===== config.mk =====
export PLATFORM = sky130hd
export DESIGN_NAME = packet_route_relay_filter_unit
export DESIGN_NICKNAME = d
export VERILOG_FILES = /design/src/design/prrf_pkg.sv /design/src/design/packet_route_relay_filter_unit.sv
export VERILOG_INCLUDE_DIRS = /design/src /design/src/design
export SDC_FILE = /design/constraint.sdc
export NUM_CORES = 1
export LEC_CHECK = 0
export ABC_CLOCK_PERIOD_IN_PS = 8700
export BUFFER_PORTS_ARGS = -buffer_cell sky130_fd_sc_hd__buf_4
export CAP_MARGIN = 20
export CORE_UTILIZATION = 40
export DETAILED_ROUTE_END_ITERATION = 6
export MAX_ROUTING_LAYER = met4
export PLACE_DENSITY_LB_ADDON = 0.3
export SYNTH_ARGS = -nofsm -noshare
export SYNTH_HDL_FRONTEND = slang
export SYNTH_SLANG_ARGS = --single-unit
export TNS_END_PERCENT = 100

===== constraint.sdc =====
create_clock -name clk -period 8.7 [get_ports clk]
set_input_delay 1.74 -clock clk [delete_from_list [all_inputs] [get_ports clk]]
set_output_delay 1.74 -clock clk [all_outputs]
set_load 0.02 [all_outputs]

===== src/design/packet_route_relay_filter_unit_macros.svh =====
// Assertion macros for the packet route relay filter.
// Depends on nothing; the including module must have clk and arst_n in scope.
`ifndef PACKET_ROUTE_RELAY_FILTER_UNIT_MACROS_SVH
`define PACKET_ROUTE_RELAY_FILTER_UNIT_MACROS_SVH

// Same-cycle implication, disabled while reset is asserted.
`define PRRF_ASSERT_IMPL(lbl, ante, cons, msg) \
	lbl: assert property (@(posedge clk) disable iff (!arst_n) (ante) |-> (cons)) \
		else $error(msg);

// Next-cycle implication, disabled while reset is asserted.
`define PRRF_ASSERT_NEXT(lbl, ante, cons, msg) \
	lbl: assert property (@(posedge clk) disable iff (!arst_n) (ante) |=> (cons)) \
		else $error(msg);

`endif


===== src/design/prrf_pkg.sv =====
// Package for the packet route relay filter: codes, route constants and the
// packet checksum function. Depends on nothing.
`timescale 1ns / 1ps

package prrf_pkg;

	typedef logic [1:0] action_t;

	localparam action_t ACT_DROP    = 2'd0;
	localparam action_t ACT_DELIVER = 2'd1;
	localparam action_t ACT_REBCAST = 2'd2;
	localparam action_t ACT_FORWARD = 2'd3;

	localparam logic [7:0] KIND_BEACON = 8'd0;
	localparam logic [7:0] KIND_DATA   = 8'd1;

	localparam logic [15:0] NO_ROUTE_ADDR = 16'hFFFF;
	localparam logic [7:0]  NO_ROUTE_HOPS = 8'hFF;

	localparam int CFG_ADDR_W = 1;
	localparam logic [CFG_ADDR_W-1:0] CFG_IS_SINK = 1'd0;
	localparam logic [CFG_ADDR_W-1:0] CFG_NODE_ID = 1'd1;

	// XOR checksum over type, sequence, hops and both light bytes.
	function automatic logic [7:0] xsum(input logic [7:0] kind, input logic [7:0] seq,
			input logic [7:0] hops, input logic [15:0] light);
		return kind ^ seq ^ hops ^ light[7:0] ^ light[15:8];
	endfunction

endpackage


===== src/design/packet_route_relay_filter_unit.sv =====
// A packet is captured on its accepting edge, evaluated, then committed to the result register;
// a data packet that needs a search walks the seen ring in between, and an early hit ends it.
// A new packet is taken only once the last one is committed: the one comparator walks the ring
// an entry a cycle, and a waiting result stalls the commit.
// Reset (arst_n, asynchronous, active low) clears the seen valid bits, insert pointer and route,
// and selects the sink role with node id zero. Depends on prrf_pkg and the macro header.
`timescale 1ns / 1ps
`include "packet_route_relay_filter_unit_macros.svh"

module packet_route_relay_filter_unit import prrf_pkg::*; #(
	parameter int SEEN_DEPTH = 32
) (
	input  logic                  clk,
	input  logic                  arst_n,
	// Configuration write port.
	input  logic                  cfg_we,
	input  logic [CFG_ADDR_W-1:0] cfg_addr,
	input  logic [15:0]           cfg_wdata,
	// Received packet channel.
	input  logic                  pkt_valid,
	output logic                  pkt_ready,
	input  logic [7:0]            pkt_kind,
	input  logic [15:0]           src_addr,
	input  logic [7:0]            seq_no,
	input  logic [7:0]            hops,
	input  logic [15:0]           light_level,
	input  logic [15:0]           dest_addr,
	input  logic [7:0]            check_byte,
	// Result channel.
	output logic                  res_valid,
	input  logic                  res_ready,
	output logic [1:0]            action,
	output logic [7:0]            out_kind,
	output logic [15:0]           out_src,
	output logic [7:0]            out_seq,
	output logic [7:0]            out_hops,
	output logic [15:0]           out_light,
	output logic [15:0]           out_dest,
	output logic [7:0]            out_check,
	output logic [15:0]           route_next,
	output logic [7:0]            route_hops
);

	// Ring index width, and a scan counter wide enough to hold the depth itself.
	localparam int IDX_W = (SEEN_DEPTH > 1) ? $clog2(SEEN_DEPTH) : 1;
	localparam int CNT_W = $clog2(SEEN_DEPTH + 1);
	localparam logic [IDX_W-1:0] LAST_IDX = IDX_W'(SEEN_DEPTH - 1);
	localparam logic [CNT_W-1:0] DEPTH_CNT = CNT_W'(SEEN_DEPTH);

	// Sequencer: capture the packet, decide whether a ring search is needed,
	// walk the ring, then commit the result and any state update.
	localparam logic [1:0] ST_IDLE = 2'd0;
	localparam logic [1:0] ST_EVAL = 2'd1;
	localparam logic [1:0] ST_SCAN = 2'd2;
	localparam logic [1:0] ST_FIN  = 2'd3;

	logic [1:0] state_q;

	// Configuration registers.
	logic        is_sink_q;
	logic [15:0] node_id_q;

	// Captured packet.
	logic [7:0]  kind_q;
	logic [15:0] src_q;
	logic [7:0]  seq_q;
	logic [7:0]  hops_q;
	logic [15:0] light_q;
	logic [15:0] dest_q;
	logic [7:0]  chk_q;
	logic        dup_q;

	// Route state.
	logic [15:0] next_hop_q;
	logic [7:0]  hop_dist_q;

	// Seen ring: the pairs live in a memory, validity in flip-flops.
	logic [23:0]           seen_mem [SEEN_DEPTH];
	logic [SEEN_DEPTH-1:0] seen_vld_q;
	logic [IDX_W-1:0]      ins_ptr_q;

	// Scan pipeline: a read is issued at scan_idx_q, and the registered word is
	// compared with the captured pair in the following cycle.
	logic [CNT_W-1:0] scan_idx_q;
	logic [IDX_W-1:0] cmp_idx_q;
	logic             cmp_vld_q;
	logic [23:0]      rd_q;

	// Result register.
	logic        res_valid_q;
	action_t     act_q;
	logic [7:0]  o_kind_q;
	logic [15:0] o_src_q;
	logic [7:0]  o_seq_q;
	logic [7:0]  o_hops_q;
	logic [15:0] o_light_q;
	logic [15:0] o_dest_q;
	logic [7:0]  o_chk_q;
	logic [15:0] o_rnext_q;
	logic [7:0]  o_rhops_q;

	logic        pkt_acc;
	logic        out_free;
	logic        fin_go;
	logic        chk_ok;
	logic        is_beacon;
	logic        is_data;
	logic        dest_me;
	logic        need_scan;
	logic        rd_issue;
	logic        hit;
	logic        better;
	logic [7:0]  new_dist;
	logic [15:0] new_next;
	logic        ins_en;
	action_t     act_d;
	logic [15:0] o_src_d;
	logic [7:0]  o_hops_d;
	logic [15:0] o_dest_d;
	logic [7:0]  o_chk_d;

	assign pkt_ready = (state_q == ST_IDLE);
	assign pkt_acc   = pkt_valid && pkt_ready;
	// The result register may be refilled when empty or being emptied this cycle.
	assign out_free  = !res_valid_q || res_ready;
	assign fin_go    = (state_q == ST_FIN) && out_free;

	// Classification of the captured packet; an item with a bad checksum is
	// neither a beacon nor data.
	assign chk_ok    = (chk_q == xsum(kind_q, seq_q, hops_q, light_q));
	assign is_beacon = chk_ok && (kind_q == KIND_BEACON);
	assign is_data   = chk_ok && (kind_q == KIND_DATA);
	assign dest_me   = (dest_q == node_id_q);
	// A relay only searches the ring for data addressed to it.
	assign need_scan = is_data && (is_sink_q || dest_me);

	assign rd_issue = (state_q == ST_SCAN) && (scan_idx_q < DEPTH_CNT);
	assign hit      = cmp_vld_q && seen_vld_q[cmp_idx_q] && (rd_q == {src_q, seq_q});

	// A beacon with 255 hops cannot improve the route, so the add is nine bits wide.
	assign better   = ({1'b0, hops_q} + 9'd1) < {1'b0, hop_dist_q};
	assign new_dist = (is_beacon && better) ? (hops_q + 8'd1) : hop_dist_q;
	assign new_next = (is_beacon && better) ? src_q : next_hop_q;

	// A new pair goes into the ring whenever the search found no copy of it.
	assign ins_en = need_scan && !dup_q;

	always_comb begin
		act_d    = ACT_DROP;
		o_src_d  = src_q;
		o_hops_d = hops_q;
		o_dest_d = dest_q;
		o_chk_d  = chk_q;
		if (is_beacon) begin
			if (!is_sink_q) begin
				act_d    = ACT_REBCAST;
				o_src_d  = node_id_q;
				o_hops_d = new_dist;
				o_chk_d  = xsum(kind_q, seq_q, new_dist, light_q);
			end
		end else if (is_data && !dup_q) begin
			if (is_sink_q) begin
				act_d = ACT_DELIVER;
			end else if (dest_me) begin
				act_d    = ACT_FORWARD;
				o_hops_d = hop_dist_q;
				o_dest_d = next_hop_q;
				o_chk_d  = xsum(kind_q, seq_q, hop_dist_q, light_q);
			end
		end
	end

	// Configuration; indexes beyond the list are ignored.
	always_ff @(posedge clk or negedge arst_n) begin
		if (!arst_n) begin
			is_sink_q <= 1'b1;
			node_id_q <= 16'd0;
		end else if (cfg_we) begin
			case (cfg_addr)
				CFG_IS_SINK: is_sink_q <= cfg_wdata[0];
				CFG_NODE_ID: node_id_q <= cfg_wdata;
				default: ;
			endcase
		end
	end

	// Captured packet fields carry no reset.
	always_ff @(posedge clk) begin
		if (pkt_acc) begin
			kind_q  <= pkt_kind;
			src_q   <= src_addr;
			seq_q   <= seq_no;
			hops_q  <= hops;
			light_q <= light_level;
			dest_q  <= dest_addr;
			chk_q   <= check_byte;
		end
	end

	// Ring memory: one read port for the scan, one write port for insertion.
	always_ff @(posedge clk) begin
		if (rd_issue) begin
			rd_q <= seen_mem[scan_idx_q[IDX_W-1:0]];
		end
		if (fin_go && ins_en) begin
			seen_mem[ins_ptr_q] <= {src_q, seq_q};
		end
	end

	// Sequencer, scan control, route and ring bookkeeping.
	always_ff @(posedge clk or negedge arst_n) begin
		if (!arst_n) begin
			state_q    <= ST_IDLE;
			dup_q      <= 1'b0;
			scan_idx_q <= '0;
			cmp_idx_q  <= '0;
			cmp_vld_q  <= 1'b0;
			seen_vld_q <= '0;
			ins_ptr_q  <= '0;
			next_hop_q <= NO_ROUTE_ADDR;
			hop_dist_q <= NO_ROUTE_HOPS;
		end else begin
			case (state_q)
				ST_IDLE: begin
					if (pkt_acc) begin
						state_q <= ST_EVAL;
					end
				end
				ST_EVAL: begin
					dup_q      <= 1'b0;
					scan_idx_q <= '0;
					cmp_vld_q  <= 1'b0;
					state_q    <= need_scan ? ST_SCAN : ST_FIN;
				end
				ST_SCAN: begin
					cmp_vld_q <= rd_issue;
					cmp_idx_q <= scan_idx_q[IDX_W-1:0];
					if (rd_issue) begin
						scan_idx_q <= scan_idx_q + 1'b1;
					end
					if (hit) begin
						dup_q   <= 1'b1;
						state_q <= ST_FIN;
					end else if (cmp_vld_q && (cmp_idx_q == LAST_IDX)) begin
						state_q <= ST_FIN;
					end
				end
				ST_FIN: begin
					if (out_free) begin
						state_q    <= ST_IDLE;
						next_hop_q <= new_next;
						hop_dist_q <= new_dist;
						if (ins_en) begin
							seen_vld_q[ins_ptr_q] <= 1'b1;
							ins_ptr_q <= (ins_ptr_q == LAST_IDX) ? '0 : (ins_ptr_q + 1'b1);
						end
					end
				end
				default: state_q <= ST_IDLE;
			endcase
		end
	end

	// Result handshake.
	always_ff @(posedge clk or negedge arst_n) begin
		if (!arst_n) begin
			res_valid_q <= 1'b0;
		end else if (fin_go) begin
			res_valid_q <= 1'b1;
		end else if (res_ready) begin
			res_valid_q <= 1'b0;
		end
	end

	// Result payload; packet fields read zero on a drop.
	always_ff @(posedge clk) begin
		if (fin_go) begin
			act_q     <= act_d;
			o_kind_q  <= (act_d == ACT_DROP) ? 8'd0  : kind_q;
			o_src_q   <= (act_d == ACT_DROP) ? 16'd0 : o_src_d;
			o_seq_q   <= (act_d == ACT_DROP) ? 8'd0  : seq_q;
			o_hops_q  <= (act_d == ACT_DROP) ? 8'd0  : o_hops_d;
			o_light_q <= (act_d == ACT_DROP) ? 16'd0 : light_q;
			o_dest_q  <= (act_d == ACT_DROP) ? 16'd0 : o_dest_d;
			o_chk_q   <= (act_d == ACT_DROP) ? 8'd0  : o_chk_d;
			o_rnext_q <= new_next;
			o_rhops_q <= new_dist;
		end
	end

	assign res_valid  = res_valid_q;
	assign action     = act_q;
	assign out_kind   = o_kind_q;
	assign out_src    = o_src_q;
	assign out_seq    = o_seq_q;
	assign out_hops   = o_hops_q;
	assign out_light  = o_light_q;
	assign out_dest   = o_dest_q;
	assign out_check  = o_chk_q;
	assign route_next = o_rnext_q;
	assign route_hops = o_rhops_q;

	// The learned hop distance can only shrink.
	`PRRF_ASSERT_NEXT(a_route_shrinks, 1'b1, hop_dist_q <= $past(hop_dist_q), "hop distance grew")
	// A duplicate found by the search is never written back into the ring.
	`PRRF_ASSERT_IMPL(a_dup_no_insert, (state_q == ST_FIN) && dup_q, !ins_en, "duplicate inserted")
	// Every ring insertion is reported as a delivery or a forward.
	`PRRF_ASSERT_NEXT(a_insert_reported, fin_go && ins_en,
		res_valid_q && ((act_q == ACT_DELIVER) || (act_q == ACT_FORWARD)),
		"ring insert without delivery")
	// The scan never reads past the end of the ring.
	`PRRF_ASSERT_IMPL(a_scan_bound, state_q == ST_SCAN, scan_idx_q <= DEPTH_CNT,
		"scan index overran the ring")

endmodule

After elaboration in Yosys (flattened, before gate mapping)
Memories as Yosys holds them, arrays and structs flattened. A register that Yosys moved wholly into a read port is not among the register bits.
Cells that the tools add are included.
{"block": "totals", "latchBits": 0, "output_inout_bits": 108, "mem_count": 1, "ram_bits": 768, "register_bits": 280, "mem_bits_ro": 0, "inputBits": 102}
{"block": "classes", "n_mul": 0, "div_mod_pow": 0, "magnitude_cmp": 5, "shifts": 0, "mux": 43, "reduce_logical": 30, "n_eq_ne": 14, "add_sub_neg": 4, "n_bitwise": 12}
{"name": "seen_mem", "depth": 32, "word_bits": 24, "read_ports": 1, "rd_ports_with_merged_regs": 1, "wr": 1, "line": "packet_route_relay_filter_unit.sv:78", "rtl": "logic [23:0] seen_mem [SEEN_DEPTH];"}
{"cell": "two-way mux 16 bit", "n": 7}
{"cell": "two-way mux 8 bit", "n": 11}
{"cell": "bitwise XOR 8 bit", "n": 10}
{"cell": "bitwise OR 32 bit", "n": 1}
{"cell": "equality test 24 bit", "n": 1}
{"cell": "two-way mux 2 bit", "n": 9}
{"cell": "equality test 16 bit", "n": 1}
{"cell": "logical AND 1 bit", "n": 14}
{"cell": "< comparator 5 x 6 -> 1 bit (second input constant)", "n": 2}
{"cell": "case mux 6 bit (2 select lines)", "n": 1}
{"cell": "equality test 5 bit (second input constant)", "n": 2}
{"cell": "AND reduction 2 bit", "n": 5}
{"cell": "adder 8 x 1 -> 9 bit (second input constant)", "n": 1}
{"cell": "< comparator 9 x 8 -> 1 bit", "n": 1}
{"cell": "adder 8 x 1 -> 8 bit (second input constant)", "n": 1}
{"cell": "equality test 8 x 1 -> 1 bit (second input constant)", "n": 1}
{"cell": "equality test 8 bit", "n": 1}
{"cell": "zero test 8 bit", "n": 1}
{"cell": "two-way mux 1 bit", "n": 8}
{"cell": "case mux 2 bit (4 select lines)", "n": 1}
{"cell": "adder 6 x 1 -> 6 bit (second input constant)", "n": 1}
{"cell": "< comparator 6 bit (second input constant)", "n": 1}
{"cell": "two-way mux 6 bit", "n": 1}
{"cell": "inequality test 2 bit (second input constant)", "n": 3}
{"cell": "other kinds (16)", "n": 23}

Depth between registers and ports, before layout
{"block": "logic_depth", "depth_word": 13, "depth_mapped": 14}

Worst setup path after synthesis
Ideal clock, no wire load.
{"block": "synth_path", "kind": "input-to-reg", "from": "in res_ready", "to": "reg act_q[0], in the netlist action[0], enable pin", "arrival_time_ns": 5.106, "setup_time_ns": 0.512, "cell_stages": 4, "path_slack_ns": 3.082, "required_time_ns": 8.188, "path_cell_list": "nand2b_1 -> nand2_1 -> inv_1 -> clkbuf_1"}
{"block": "synth_via", "elab_chain_cells": 2}
{"item": "start: declaration", "line": "packet_route_relay_filter_unit.sv:31", "rtl": "input logic res_ready,"}
{"item": "logical OR 1 bit", "line": "packet_route_relay_filter_unit.sv:125", "rtl": "assign out_free = !res_valid_q || res_ready;"}
{"item": "logical AND 1 bit", "line": "packet_route_relay_filter_unit.sv:126", "rtl": "assign fin_go = (state_q == ST_FIN) && out_free;"}
{"item": "net fin_go", "line": "packet_route_relay_filter_unit.sv:104", "rtl": "logic fin_go;"}
{"item": "end signal: assignment", "line": "packet_route_relay_filter_unit.sv:278", "rtl": "act_q <= act_d;"}
{"item": "end: declaration", "line": "packet_route_relay_filter_unit.sv:91", "rtl": "action_t act_q;"}
The timed path passes the listed nets, and every way through them passes these cells.
A chain may end at the register's enable or synchronous reset.

Final worst setup path
{"block": "layout_path", "from": "reg seq_q[1]", "to": "mem seen_mem[5][10], enable pin"}
{"block": "layout_via", "elab_chain_cells": 11}
{"item": "start: declaration", "line": "packet_route_relay_filter_unit.sv:66", "rtl": "logic [7:0] seq_q;"}
{"item": "start signal: assignment", "line": "packet_route_relay_filter_unit.sv:192", "rtl": "seq_q <= seq_no;"}
{"item": "bitwise XOR 8 bit (4 in a row)", "line": "prrf_pkg.sv:27", "rtl": "return kind ^ seq ^ hops ^ light[7:0] ^ light[15:8];"}
{"item": "equality test 8 bit", "line": "packet_route_relay_filter_unit.sv:130", "rtl": "assign chk_ok = (chk_q == xsum(kind_q, seq_q, hops_q, light_q));"}
{"item": "logical AND 1 bit", "line": "packet_route_relay_filter_unit.sv:132", "rtl": "assign is_data = chk_ok && (kind_q == KIND_DATA);"}
{"item": "logical AND 1 bit", "line": "packet_route_relay_filter_unit.sv:135", "rtl": "assign need_scan = is_data && (is_sink_q || dest_me);"}
{"item": "logical AND 1 bit", "line": "packet_route_relay_filter_unit.sv:146", "rtl": "assign ins_en = need_scan && !dup_q;"}
{"item": "logical AND 1 bit", "line": "packet_route_relay_filter_unit.sv:205", "rtl": "if (fin_go && ins_en) begin"}
{"item": "two-way mux 1 bit", "line": "packet_route_relay_filter_unit.sv:205"}
{"item": "two-way mux 1 bit (not written as such)", "line": "packet_route_relay_filter_unit.sv:206", "rtl": "seen_mem[ins_ptr_q] <= {src_q, seq_q};"}
{"item": "end: declaration", "line": "packet_route_relay_filter_unit.sv:78"}
Every way passes these cells.

==> impl_metrics.csv <==
group,metric,value,unit
outcome,outcome,"finished clean",
sta,max_freq,185,MHz
finish,nets,2403,
finish,drive_gt1_frac,0.340,
setup_path,crit_chain,"buf_4, xnor2_1, xnor3_1, nor4_2, nand4_2, nor3_1, nand2b_1, clkinv_2, and2_1, nand2_2, nor2_4",
die,die_w,326,µm
drt,via_per_inst,5.45,
setup_path,cp-start-kind,"register",
sta,fin_crit,5400,ps
drt,first_pass_iters,5,
drt,dr.first_iter.drc_count,2025,
placement,port_buffers,209,
clocking,cts_resized,0,
finish,layout.cells.non_filler,3754,
global_route,grt_max_degree,111,
setup_path,critical_path.top_delay_family,"simple AND/OR/NAND/NOR gates",
logic_synthesis,yosysSeqAreaShare,0.755,
clocking,cts_num_sinks,1072,
placement,placed_cell_area,45600,µm²
die,die-area,106000,µm²
sta,worst_slack,3300,ps
logic_synthesis,post-synth-top-area-cell,"edfxtp_1",
placement,place_congestion,0.843,
sta,slew_headroom,0.242,
logic_synthesis,synth_most_common_cell,"edfxtp_1",
logic_synthesis,synth-compound-area-share,0.0187,
setup_path,path_buf_inv,2,
logic_synthesis,synth_mux_area_frac,0.160,
die,core,104000,µm²
finish,final_area,49300,µm²
setup_path,worst_setup_path_end_kind,"register",
finish,final_core_utilization,0.474,
setup_path,critPathArrivalTime,5690,ps
global_route,grt_overflow,0,
clocking,cts_tree,"done",
logic_synthesis,ys_ff_latch,1072,
sta,hold_ws,465,ps
power,power_density,287,nW/µm²
sta,setup_viol,0,
finish,multiInputGateArea,10100,µm²
die,io_pins,210,
logic_synthesis,synth-simple-area-share,0.0259,
setup_path,cp_slowest_stage_delay,840,ps
clocking,clock_path_buffers,3,
logic_synthesis,synth_top_family_by_area,"multiplexers",
worst_hold_path,worstHoldPathType,"reg2reg",
die,die_h,326,µm
logic_synthesis,synth_xor_area_frac,0.0236,
power,p_total,14.1,mW
placement,dp.cells,3552,
clocking,postCtsSetupRepairBufs,0,
placement,dp_slack,3270,ps
logic_synthesis,ys_top_cells_by_area,"edfxtp_1 (70%), mux4_2 (13%), dfrtp_1 (4.1%)",
logic_synthesis,syn_area,42100,µm²
logic_synthesis,yosysWarnings,0,
sta,slew_violations,0,
power,leakage,16.1,nW
logic_synthesis,ys.flop_type,"edfxtp_1",
power,vdd_drop_max,0.229,mV
drt,wl_per_cell,27.8,µm
finish,nFillCells,8540,
setup_path,crit_required,8990,ps
logic_synthesis,async_flop_share,0.0877,
global_route,antenna_found_initial,6,
sta,hold_viol,0,
drt,drc,0,
run,drv_cap,0,
die,initial_core_util,0.405,
global_route,grt_pass1_vias,21300,
logic_synthesis,synth_cell_types,55,
logic_synthesis,synth_top_area_share,0.698,
setup_path,path_max_fanout,35,
setup_path,reg2reg_slack,3300,ps
clocking,clk_latency,700,ps
sta,timing.final.crit_share,0.621,
clocking,htree_levels,3,
setup_path,worstSetupPathType,"reg2reg",
logic_synthesis,synth_area_per_cell,20.9,µm²
logic_synthesis,synth_fa_ha_area_frac,0.00536,
sta,worst_pin_slew,1130,ps
drt,wl,104,mm
sta,skew,36.7,ps
clocking,numCtsBuffers,108,
finish,register_area,31800,µm²
sta,grt_setup_unrepaired,"false",
clocking,cts.reportedPaths.clkPinSlew,60,ps
clocking,cts-root-buf,"clkbuf_16",
logic_synthesis,synth_edf_count,978,
sta,tns,0,ps
clocking,holdBufCountCts,0,
finish,syn2layout_area_growth,17.2,%
global_route,grt_pass1_wl,151,mm
setup_path,critPathSlowestCell,"nor2_4",
logic_synthesis,syn_inst,2008,
drt,ant_nets,0,
global_route,globalRouteTotalUtil,0.203,
die,rows,118,
drt,via_count,20500,
logic_synthesis,ys_top_cells_by_count,"edfxtp_1 (978), mux4_2 (250), nand2_1 (75)",
placement,hpwl,65.1,mm
-- logic make-up (layout without fill, tap and decap cells) --
group / Yosys count / in the layout
compound gates: 116 / 116
xor+xnor: 102 / 102
fa+ha+maj: 18 / 18
buf+inv: 122 / 481
flops: 1072 / 1072
mux: 348 / 348
other cells: 1 / 8
simple gates: 229 / 229
-- report_power, final --
group	leakage [nW]	total, mW	switching (mW)	internal, mW
sequential	10.0	6.35	0.218	6.13
combinational	4.32	3.07	1.76	1.31
clock	1.74	4.71	1.99	2.72
total	16.1	14.1	3.97	10.2
-- sequential cells by signal, summed over array words and instances, names as in the netlist, 16 cells and up --
| register | flops |
|---|---|
| route_next | 16 |
| next_hop_q | 16 |
| out_dest | 16 |
| src_q | 16 |
| node_id_q | 16 |
| seen_mem | 768 |
| out_light | 16 |
| dest_q | 16 |
| out_src | 16 |
| rd_q | 24 |
| seen_vld_q | 32 |
| light_q | 16 |
-- cells in the final DEF, fill, tap and decap left out, drive strengths merged, types with 6 or more instances in the layout --
| cell type | n |
|---|---|
| clkinv | 42 |
| dfstp | 25 |
| o21bai | 32 |
| nand2 | 79 |
| a22o | 16 |
| dfrtp | 69 |
| nor2 | 67 |
| bufinv | 13 |
| ha | 18 |
| nor4 | 10 |
| inv | 31 |
| edfxtp | 978 |
| mux2i | 32 |
| mux2 | 66 |
| clkinvlp | 7 |
| o21a | 8 |
| xnor3 | 6 |
| o22ai | 8 |
| nand4 | 8 |
| clkbuf | 135 |
| nand2b | 8 |
| mux4 | 250 |
| nand3 | 7 |
| nor3 | 6 |
| conb | 7 |
| nand3b | 6 |
| nor2b | 27 |
| buf | 253 |
| xnor2 | 64 |
| xor2 | 32 |
| o21ai | 36 |
-- metal layers --
layer	track usage	share of wire	wire [µm]
met5	-	0	0
met2	0.328	0.50	52000
met4	0.0592	0.028	2930
met3	0.0373	0.065	6770
met1	0.262	0.41	42700
-- cell type report --
type / instances / share of cell area
Clock inverter: 65 / 0.0155
Sequential cell: 1072 / 0.645
Inverter: 28 / 0.00226
Tap cell: 1380 / 0.0350
Clock buffer: 135 / 0.0578
Antenna cell: 1 / 0.0000508
Multi-Input combinational cell: 820 / 0.205
Timing Repair Buffer: 253 / 0.0396
-- path summary, 6_finish.rpt --
check                                      startpoint                    endpoint  cells after the start
setup reg to reg                   seq_q[1]$_DFFE_PP_   seen_mem[5][10]$_DFFE_PP_                     11
max in group asynchronous                      arst_n  seen_vld_q[21]$_DFFE_PN0P_                      2
setup / recovery                   seq_q[1]$_DFFE_PP_   seen_mem[5][10]$_DFFE_PP_                     11
min in group asynchronous                      arst_n    node_id_q[3]$_DFFE_PN0P_                      1
hold reg to reg            next_hop_q[14]$_DFFE_PN1P_  next_hop_q[14]$_DFFE_PN1P_                      2
hold / removal             next_hop_q[14]$_DFFE_PN1P_  next_hop_q[14]$_DFFE_PN1P_                      2
-- tightest hold or removal path, delay by kind of cell (launching register included) --
kind / cells / cell delay [ps]
flip-flops: 1 / 370
AND/OR/NAND/NOR: 2 / 90
Note: power is estimated with default switching activity, not from simulation.
